[src/design/mfd_pkg.sv]
package mfd_pkg;

	localparam int SAMPLE_W         = 24;
	localparam int CH_W             = 1;
	localparam int CHANNELS         = 2;
	localparam int BUFFER_DEPTH     = 4096;
	localparam int ADDR_W           = $clog2(BUFFER_DEPTH);
	localparam int RAM_DEPTH        = CHANNELS * BUFFER_DEPTH;
	localparam int RAM_AW           = CH_W + ADDR_W;

	localparam int SINE_TABLE_DEPTH = 1024;
	localparam int IDX_W            = $clog2(SINE_TABLE_DEPTH);
	localparam int ROM_AW           = IDX_W + 1;
	localparam int SINE_SHIFT       = SAMPLE_W - 1;

	localparam int DELAY_W          = 20;
	localparam int DEPTH_W          = 20;
	localparam int STEP_W           = 32;
	localparam int FRAC_W           = 8;
	localparam int WGT_W            = FRAC_W + 1;

	localparam int CFG_W            = 32;
	localparam int CFG_IDX_W        = 2;
	localparam logic [CFG_IDX_W-1:0] REG_DELAY = 2'd0;
	localparam logic [CFG_IDX_W-1:0] REG_DEPTH = 2'd1;
	localparam logic [CFG_IDX_W-1:0] REG_STEP  = 2'd2;

	localparam int FIFO_DEPTH       = 4;
	localparam int FIFO_AW          = $clog2(FIFO_DEPTH);
	localparam int CNT_W            = $clog2(FIFO_DEPTH + 1);

	// sine magnitude is signed 25 bits, depth signed 20 bits
	localparam int PROD_W           = DEPTH_W + SAMPLE_W + 1;
	localparam int LFO_W            = PROD_W - SINE_SHIFT;
	localparam int SUM_W            = DELAY_W + 3;
	localparam int TOT_W            = ADDR_W + FRAC_W;
	localparam int MIN_TOTAL        = 1 << FRAC_W;
	localparam int MAX_TOTAL        = (BUFFER_DEPTH - 2) << FRAC_W;

	localparam int ACC_W            = SAMPLE_W + WGT_W;
	localparam int Y_W              = ACC_W + 1 - FRAC_W;
	localparam int HALF_LSB         = 1 << (FRAC_W - 1);
	localparam int SAMPLE_MAX       = (1 << (SAMPLE_W - 1)) - 1;
	localparam int SAMPLE_MIN       = -(1 << (SAMPLE_W - 1));

	localparam logic [63:0] HALF_PI_Q30 = 64'd1686629713;
	localparam logic [63:0] SINE_DIV [1:7] = '{64'd6, 64'd20, 64'd42, 64'd72,
		64'd110, 64'd156, 64'd210};

	typedef logic [SAMPLE_W-1:0] sine_rom_t [0:SINE_TABLE_DEPTH];

	typedef struct packed {
		logic [DELAY_W-1:0]        delay;
		logic signed [DEPTH_W-1:0] depth;
		logic [STEP_W-1:0]         step;
	} cfg_t;

	typedef struct packed {
		logic                       bypass;
		logic [CH_W-1:0]            ch;
		logic signed [SAMPLE_W-1:0] sample;
		logic [ADDR_W-1:0]          d1;
		logic [FRAC_W-1:0]          g;
	} dly_job_t;

	typedef struct packed {
		logic             empty;
		logic [CNT_W-1:0] count;
	} q_stat_t;

	// Taylor series of sin over the first quadrant, Q30 internally
	function automatic logic [SAMPLE_W-1:0] sine_entry(input int unsigned i);
		logic [63:0]        x;
		logic [63:0]        x2;
		logic [63:0]        term;
		logic signed [63:0] sum;
		x = (HALF_PI_Q30 * 64'(i)) / SINE_TABLE_DEPTH;
		x2 = (x * x) >> 30;
		term = x;
		sum = $signed(x);
		for (int k = 1; k <= 7; k++) begin
			term = (term * x2) / SINE_DIV[k];
			if (k % 2 == 1)
				sum = sum - $signed(term);
			else
				sum = sum + $signed(term);
		end
		if (sum < 0)
			sum = 0;
		sum = (sum + 64) >>> 7;
		if (sum > (64'sd1 <<< SINE_SHIFT))
			sum = 64'sd1 <<< SINE_SHIFT;
		return sum[SAMPLE_W-1:0];
	endfunction

	function automatic sine_rom_t build_sine_rom();
		sine_rom_t r;
		for (int i = 0; i <= SINE_TABLE_DEPTH; i++)
			r[i] = sine_entry(i);
		return r;
	endfunction

	localparam sine_rom_t SINE_ROM = build_sine_rom();

endpackage

[src/design/mfd_queue.sv]
module mfd_queue (
	input  logic              clk,
	input  logic              arst_n,
	input  logic              push,
	input  mfd_pkg::dly_job_t push_data,
	input  logic              pop,
	output mfd_pkg::dly_job_t head,
	output mfd_pkg::q_stat_t  stat
);
	import mfd_pkg::*;

	dly_job_t           mem_q [FIFO_DEPTH];
	logic [FIFO_AW-1:0] wr_ptr_q;
	logic [FIFO_AW-1:0] rd_ptr_q;
	logic [CNT_W-1:0]   count_q;

	always_ff @(posedge clk) begin
		if (push)
			mem_q[wr_ptr_q] <= push_data;
	end

	always_ff @(posedge clk or negedge arst_n) begin
		if (!arst_n) begin
			wr_ptr_q <= '0;
			rd_ptr_q <= '0;
			count_q  <= '0;
		end else begin
			if (push)
				wr_ptr_q <= wr_ptr_q + 1'b1;
			if (pop)
				rd_ptr_q <= rd_ptr_q + 1'b1;
			if (push && !pop)
				count_q <= count_q + 1'b1;
			else if (pop && !push)
				count_q <= count_q - 1'b1;
		end
	end

	assign head       = mem_q[rd_ptr_q];
	assign stat.empty = (count_q == '0);
	assign stat.count = count_q;

	a_no_overflow: assert property (@(posedge clk) disable iff (!arst_n)
		(count_q == CNT_W'(FIFO_DEPTH)) |-> !push)
		else $error("queue: push while full");
	a_no_underflow: assert property (@(posedge clk) disable iff (!arst_n)
		pop |-> (count_q != '0))
		else $error("queue: pop while empty");
endmodule

[config.mk]
export PLATFORM = sky130hd
export DESIGN_NAME = mfd_queue
export DESIGN_NICKNAME = d
export VERILOG_FILES = /design/src/design/mfd_pkg.sv /design/src/design/mfd_queue.sv
export SDC_FILE = /design/constraint.sdc
export NUM_CORES = 1
export LEC_CHECK = 0
export ABC_CLOCK_PERIOD_IN_PS = 3700
export BUFFER_PORTS_ARGS = -buffer_cell sky130_fd_sc_hd__buf_2
export CAP_MARGIN = 25
export CORE_UTILIZATION = 55
export DETAILED_ROUTE_END_ITERATION = 12
export GPL_ROUTABILITY_DRIVEN = 0
export PLACE_DENSITY = 0.77
export SYNTH_ARGS = -nofsm -noshare
export SYNTH_HDL_FRONTEND = slang
export SYNTH_SLANG_ARGS = --single-unit
[constraint.sdc]
create_clock -name clk -period 3.7 [get_ports clk]
set_input_delay 1.11 -clock clk [delete_from_list [all_inputs] [get_ports clk]]
set_output_delay 1.11 -clock clk [all_outputs]
set_load 0.05 [all_outputs]
After elaboration in Yosys (flattened, before gate mapping)
Memory sizes are Yosys's and may differ from the RTL's. Index checks and enable logic that the tools add are counted.

Bits in registers: 7. Bits in writable memories: 184. Input port bits: 50. Output and inout port bits: 50. Word-level logic and storage cells: 18. Memories: 1.

Memory list: mem_q (depth 4, bits a word 46, rd ports 1, clocked after memory_dff 0, write ports 1, line mfd_queue.sv:12) `dly_job_t mem_q [FIFO_DEPTH];`.

Add/sub/neg operators: 4. Multiplexer cells: 4. Reduce and logical (&&, ||, !) cells: 6.

Operator list (count): $mux 3 (2); $add 2x1->2 const B (2); $add 3x1->3 const B (1); $logic_not 3->1 (1); $sub 3x1->3 const B (1); $logic_and 1x1->1 (2); $logic_not 1->1 (2); $mux 1 (2); $reduce_bool 2->1 (1).

Logic depth before layout (Yosys ltp)
Gate-level depths: netlist of the first run.

Depth after elaboration: 4. Mapped depth: 7. Mapped depth without buffers: 7.

Worst setup path after synthesis of the first run
OpenSTA, ideal clock, no wires.

Path type: register -> output. Start point: register count_q[0]. End point: output stat[3] (netlist bit). Data arrival time: 1765 ps. Data required time: 2590 ps. Slack: 825 ps. Cell stages (with the launch flop): 2. Buffers on the path: 0. Path through: dfrtp_1 -> nor3_1.

RTL lines: start, declared (line mfd_queue.sv:15) `logic [CNT_W-1:0] count_q;`; start signal, assigned (line mfd_queue.sv:33) `count_q <= count_q + 1'b1;`; start signal, assigned (line mfd_queue.sv:35) `count_q <= count_q - 1'b1;`; end, declared (line mfd_queue.sv:8) `output mfd_pkg::q_stat_t stat`.

==> results of run 1 <==
state kept, by name, indices dropped and copies added, names as in the netlist:
signal / count
wr_ptr_q: 2
mem_q: 184
count_q: 3
rd_ptr_q: 2
placed cells by master, fill, tap and decap left out, types with 5 or more instances in the layout:
cell type / count
edfxtp_1: 184
buf_2: 99
mux4_2: 46
clkbuf_16: 17
buf_12: 6
ha_1: 5
clkinv_2: 5
dfrtp_1: 5
cell families (layout without fill, tap and decap cells):
logic type	count (synthesis)	in the layout	share of synthesized area, %
flip-flops	191	191	81.2
AND/OR/NAND/NOR	8	8	0.588
other	0	1	0
buffers and inverters	14	143	1.25
adder cells (fa/ha/maj)	6	6	1.18
AO/OA/AOI/OAI	1	1	0.0713
multiplexers	47	47	14.9
XOR/XNOR	6	6	0.749
critical path, cell delays in order (launching register included):
cell	delay, ps
dfrtp_4	500
buf_4	330
mux4_2	560
buf_2	230
path summary, 6_finish.rpt:
kind                            slack (ps)         from            to
max in group asynchronous             3010       arst_n   rd_ptr_q[0]
worst min register to register         540   count_q[2]    count_q[2]
worst max register to register        1910  wr_ptr_q[0]  mem_q[2][25]
worst min-delay path                   510       arst_n    count_q[2]
min in group clk                       540   count_q[2]    count_q[2]
worst max-delay path                   530  rd_ptr_q[0]      head[41]
area by class of cell:
cell class              instances  area (µm²)  share of cell area [%]
flip-flops and latches        191        5710                    68.1
multi-input cells              68        1230                    14.7
repair buffers                107         631                    7.53
clock buffers                  19         433                    5.17
well taps                     168         210                    2.51
clock inverters                13         146                    1.75
inverters                       4        15.0                   0.179
diodes                          1        2.50                  0.0299
per-stage QoR:
stage / hold WS [ps] / power, mW / cells / utilization [%]
global placement: 508 / 5.99 / 538 / 63.8
global route: 503 / 8.04 / 571 / 68.6
CTS: 494 / 7.83 / 570 / 68.6
finish: 509 / 7.75 / 571 / 68.6
floorplan: 494 / 5.35 / 273 / -
detailed placement: 518 / 6.05 / 538 / 63.8
power breakdown:
group / internal [mW] / switching [mW] / total, mW
combinational: 0.921 / 2.03 / 2.95
sequential: 2.84 / 0.179 / 3.02
clock: 1.05 / 0.733 / 1.78
metal layers:
metal / routed length (µm) / vias up / GRT usage [%]
met5: 0 / - / 0
met4: 260 / 0 / 9.61
met3: 511 / 15 / 5.01
met2: 6160 / 88 / 33.4
met1: 4890 / 1638 / 24.3
li1: - / 1387 / -
==> metrics.cfg, run 1 <==
[synth]
yosysWarnings = 0
yosysSeqAreaShare_pct = 81.2
synth_most_common_cell = edfxtp_1
synth_top_area_cell = edfxtp_1
synth-main-ff-cell = edfxtp_1
synthTopCellsByArea = edfxtp_1 79%, mux4_2 15%, dfrtp_1 2.5%
async_flop_share_pct = 3.66
synthCells = 273
synth_cell_types = 18
synthTopCellsByCount = 184 x edfxtp_1, 46 x mux4_2, 7 x dfrtp_1, 5 x ha_1
synth-edff-count = 184
synth_area_um2 = 7020
synth_top_area_share_pct = 78.7
syn_nets = 329
postSynthAreaPerCell_um2 = 25.7
ys_ff_latch = 191

[cts]
clock_path_buffers = 2
hold_buffers = 0
post-cts-setup-buffers = 0
path_clk_slew_ps = 60
cts_tree = yes
clk_latency_ps = 420
cts_max_level = 4
cts-root-buf = clkbuf_16
ctsResizeCount = 0
cts_buffers = 17
cts_sinks = 191

[sta]
fmax_mhz = 315
setup_violations = 0
period_needed_ps = 3170
hold_violations = 0
period_share_pct = 85.7
final.setup.tns_ps = 0
worst_slack_ps = 528
drv_slew = 0
maxSlewHeadroom_pct = 59.1
tightestPinTransition_ps = 613
skew_ps = 5.73
rsz0062_at_grt = false

[route]
drt-total-wl_mm = 11.8
drc_errors = 0
postRouteAntennaNets = 0
first_pass_iters = 4
vias = 3128
vias_per_cell = 5.48
wl_per_cell_um = 20.7
drt_iter0_drc = 180

[setup_path]
reg2reg_depth = 4
cp-start-kind = flop
worst-path-max-fanout = 16
worstPathRequired_ps = 2590
arrival_ps = 2060
crit_type = flop to output port
crit_path_end_kind = output port

[final_layout]
final_layout_size_suffix_gt1_share_pct = 46.8
fillCellCount = 796
syn2layout_area_growth_pct = 19.4
finalInstanceArea_um2 = 8380
nNetsFinal = 445

[power_and_ir_drop]
ir_drop_mv = 0.724
power_per_cell_area_nw_per_um2 = 925
power.leakage_nw = 2.91

[place]
dp_slack_ps = 956
port_buffers = 99
placed_area_um2 = 7790
place_hpwl_mm = 7.07

[die]
start_util_pct = 57.5
row_count = 40
die_h_um = 115
core_um2 = 12200
dieArea_um2 = 13200
ios = 100
die_w_um = 115

[global_routing]
grt-ovfl-total = 0
grt_use_total_pct = 19.9
grt_pass1_vias = 3286
grt_pass1_wl_mm = 18.1
antenna_found_initial = 1
grt_max_degree = 33

[outcome]
status = finished, final reports clean

[job]
maxCapViolations = 0

[min_path]
min_path_type = primary input to async pin

(Power assumes the default switching activity.)
==> run 2, diff against run 1 <==
Settings changed: REMOVE_ABC_BUFFERS from default to 1.
==> run 2 against run 1 <==
Fmax decreased by 3.8%; die area unchanged; clock power decreased by 7%; cell area decreased by 0.51%; combinational power decreased by 2%; flip-flop and latch count unchanged; first-iteration DRC count increased by 13%; via count unchanged; critical path type unchanged; highest routed layer unchanged.
==> metrics.cfg, run 2 (synthesized netlist as in run 1, its figures left out) <==
[setup_path]
worst-path-max-fanout = 24
cp-start-kind = flop
timing.rr.start = wr_ptr_q[0]
crit_path_end_kind = output port
critPathLaunch = rd_ptr_q[0]
worstPathRequired_ps = 2590
crit_type = flop to output port
arrival_ps = 2190
cp_slowest_cell = dfrtp_4
cpPeakStageDelay_ps = 740
crit_chain = buf_12, mux4_2, buf_2
r2r_slack_ps = 2020

[route]
drt-total-wl_mm = 11.4
wl_per_cell_um = 20.1
postRouteAntennaNets = 0
first_pass_iters = 4
drc_errors = 0
vias_per_cell = 5.49
vias = 3128
drt_iter0_drc = 203

[cts]
hold_buffers = 0
path_clk_slew_ps = 60
cts_tree = yes
cts_max_level = 4
cts-root-buf = clkbuf_16
ctsResizeCount = 0
cts_buffers = 17
clk_latency_ps = 410
clock_path_buffers = 2
cts_sinks = 191
post-cts-setup-buffers = 0

[outcome]
status = finished, final reports clean

[sta]
setup_violations = 0
skew_ps = 4.04
rsz0062_at_grt = false
maxSlewHeadroom_pct = 67.1
hold_violations = 0
tightestPinTransition_ps = 494
fmax_mhz = 303
period_share_pct = 89.1
drv_slew = 0
period_needed_ps = 3300
worst_slack_ps = 404

[final_layout]
top_regs = mem_q: 184 flops, count_q: 3 flops
seq_area_um2 = 5710
final_cell_mix = 184 x edfxtp_1, 99 x buf_2, 46 x mux4_2
syn2layout_area_growth_pct = 18.8
finalInstanceArea_um2 = 8330
final_cell_count_no_fill = 570
largest_reg_flops = 184
fillCellCount = 792
regMostFlops = mem_q
final_layout_size_suffix_gt1_share_pct = 45.9
final_common_cell = edfxtp_1
multi_input_area_um2 = 1230
nNetsFinal = 445

[global_routing]
antenna_found_initial = 0
gr-usage-met1_pct = 25.3
grt_pass1_vias = 3361
grt-ovfl-total = 0
top_usage_layer = met2
grt_util_met3_pct = 5.22
grt_pass1_wl_mm = 18.0
grt_max_degree = 42
use_met2_pct = 31.8
grt_use_total_pct = 19.6

[die]
die_w_um = 115
ios = 100
row_count = 40
dieArea_um2 = 13200
start_util_pct = 57.5
core_um2 = 12200
die_h_um = 115

[power_and_ir_drop]
ir_drop_mv = 0.645
power_mw = 7.60
power_per_cell_area_nw_per_um2 = 912
power.leakage_nw = 2.90

[place]
dp.cells = 538
placed_area_um2 = 7790
place_hpwl_mm = 7.07
port_buffers = 99
dp_slack_ps = 780

[job]
maxCapViolations = 0

[min_path]
min_path_type = primary input to async pin

-- run 2: cell types whose count changed in the layout (fill, tap and decap cells not counted), sizes merged --
cell,previous run,this run
bufinv,3,2
clkinvlp,2,0
clkbuf,19,21
-- run 2: cell type report --
cell class,instances,area share (%)
diodes,1,0.0300
clock buffers,21,5.28
clock inverters,10,1.16
inverters,4,0.180
multi-input cells,68,14.8
flip-flops and latches,191,68.5
well taps,168,2.52
repair buffers,107,7.57
-- run 2: final timing paths --
kind | end | cells after the start
min reg2reg | count_q[2] | 1
max | head[34] | 3
min | count_q[1] | 1
min in group clk | count_q[2] | 1
max in group asynchronous | rd_ptr_q[0] | 1
max reg2reg | mem_q[0][43] | 4
-- run 2: report_power, final --
part | total, mW | internal, mW | switching, mW
Clock | 1.66 | 0.977 | 0.683
Sequential | 3.05 | 2.83 | 0.218
Combinational | 2.89 | 0.920 | 1.97
Total | 7.60 | 4.73 | 2.87
-- run 2: per-layer routing --
metal | up-vias | routed length, µm
met1 | 1626 | 4940
met3 | 9 | 626
li1 | 1389 | -
met5 | - | 0
met2 | 104 | 5740
met4 | 0 | 127
-- run 2: critical path, delay by kind of cell, from the launching register on --
family   cells  cell delay, ps
mux          1             540
flops        1             740
buf+inv      2             490
-- run 2: stage by stage --
stage	TNS, ps	util [%]	hold WS, ps
floorplan	-7310	-	494
global placement	0	63.8	496
detailed placement	0	63.8	505
CTS	0	68.2	504
global route	0	68.2	516
finish	0	68.2	516
==> run 3, diff against run 2 <==
Settings changed: ABC_CLOCK_PERIOD_IN_PS 3700 to 3800.
Clock period 3.7 ns to 3.8 ns, I/O delays scaled along.
==> run 3 against run 2 <==
Flip-flop and latch count did not move; clock skew is 1.4 ps higher; power is 0.68% lower; die area stayed put; register-to-register slack got worse by 160 ps; sequential share of layout area down 0.28 points; non-clock buffer count is 1 higher; final cell count decreased by 0.53%; via count grew 1.3%; worst setup slack better by 140 ps.
==> metrics.cfg, run 3 (synthesized netlist as in run 1, its figures left out) <==
[outcome]
status = finished, final reports clean

[place]
port_buffers = 99
place_hpwl_mm = 7.35
dp.cells = 539
dp_slack_ps = 942

[setup_path]
timing.rr.start = wr_ptr_q[0]
crit_chain = buf_4, mux4_2, buf_2
r2r_slack_ps = 1860
critPathLaunch = rd_ptr_q[0]
worstPathRequired_ps = 2660
worst-path-max-fanout = 17
crit_type = flop to output port
cp-start-kind = flop
crit_path_end_kind = output port
cp_slowest_cell = dfrtp_4
cp_num_buf_inv = 2
r2r-end = mem_q[0][12]
reg2reg_depth = 4
crit_family = flip-flops
arrival_ps = 2110
cpPeakStageDelay_ps = 640

[die]
ios = 100
start_util_pct = 57.5
die_h_um = 115
die_w_um = 115
row_count = 40
dieArea_um2 = 13200
core_um2 = 12200

[min_path]
hold_path_startpoint = count_q[2]
holdPathEnd = count_q[2]
min_path_cells = 1
min_path_type = flop to flop

[route]
vias = 3168
first_pass_iters = 4
drt_iter0_drc = 216
wl_per_cell_um = 20.7
vias_per_cell = 5.59
drc_errors = 0
drt-total-wl_mm = 11.8
postRouteAntennaNets = 0

[power_and_ir_drop]
power.leakage_nw = 2.91
power_mw = 7.55
ir_drop_mv = 0.522
power_per_cell_area_nw_per_um2 = 902

[job]
maxCapViolations = 0

[cts]
cts_sinks = 191
cts_max_level = 4
cts_tree = yes
path_clk_slew_ps = 60
ctsResizeCount = 0
hold_buffers = 0
post-cts-setup-buffers = 0
clk_latency_ps = 420
cts_buffers = 17
cts-root-buf = clkbuf_16
clock_path_buffers = 2

[global_routing]
top_usage_layer = met2
grt_pass1_wl_mm = 18.2
gr-usage-met1_pct = 24.9
grt_util_met3_pct = 4.74
antenna_found_initial = 0
use_met2_pct = 32.8
grt-ovfl-total = 0
grt_max_degree = 37
grt_use_total_pct = 19.6
grt_pass1_vias = 3401

[final_layout]
fillCellCount = 793
seq_area_um2 = 5710
finish.utilization_pct = 68.5
final_layout_size_suffix_gt1_share_pct = 46.4
multi_input_area_um2 = 1230
final_cell_count_no_fill = 567
top_regs = mem_q: 184 flops, count_q: 3 flops
diodes = 0
nNetsFinal = 446
final_cell_mix = 184 x edfxtp_1, 99 x buf_2, 46 x mux4_2
regMostFlops = mem_q
final_common_cell = edfxtp_1
syn2layout_area_growth_pct = 19.3
largest_reg_flops = 184

[sta]
period_share_pct = 85.6
period_needed_ps = 3250
maxSlewHeadroom_pct = 56.2
fmax_mhz = 307
hold_violations = 0
setup_violations = 0
rsz0062_at_grt = false
skew_ps = 5.45
tightestPinTransition_ps = 657
drv_slew = 0
worst_slack_ps = 547

[run 3: changes by cell type in the layout (fill, tap and decap cells not counted), moves of 2 or more]
cell	delta
buf_4	+2
bufinv_16	+2
clkbuf_1	-2
clkinv_2	-3
[run 3: how the worst max path moves through the flow]
stage                     endpoint  slack [ps]  cells after the start
after CTS                 head[10]         500                      3
final                     head[10]         550                      3
after detailed placement  head[42]         940                      3
after global placement    head[10]         940                      3
after floorplan            head[0]         -90                      1
after global routing      head[10]         420                      3
[run 3: per-stage QoR]
step | TNS [ps] | hold slack [ps] | area, µm²
6_report | 0 | 521 | 8370
5_1_grt | 0 | 541 | 8370
4_1_cts | 0 | 521 | 8370
3_5_place_dp | 0 | 510 | 7790
3_3_place_gp | 0 | 479 | 7790
2_1_floorplan | -4090 | 494 | 6940
[run 3: worst reg2reg max path: stages, from the launching register on]
cell	delay, ps
dfrtp_1	430
inv_1	110
ha_1	160
and2_2	580
buf_4	350
[run 3: layout make-up]
| cell class | count | share of cell area [%] |
|---|---|---|
| flip-flops and latches | 191 | 68.2 |
| repair buffers | 108 | 7.48 |
| clock buffers | 19 | 5.17 |
| inverters | 4 | 0.179 |
| clock inverters | 9 | 1.73 |
| multi-input cells | 68 | 14.7 |
| well taps | 168 | 2.51 |
[run 3: where the power goes]
group | total (mW) | switching (mW) | internal (mW)
Sequential | 2.95 | 0.186 | 2.76
Clock | 1.75 | 0.676 | 1.08
Combinational | 2.85 | 1.95 | 0.893
[run 3: layer usage]
metal,vias up,part of all wire [%]
met3,15,4.9
met1,1668,42
li1,1382,-
met4,0,1.6
met2,103,52
met5,-,0
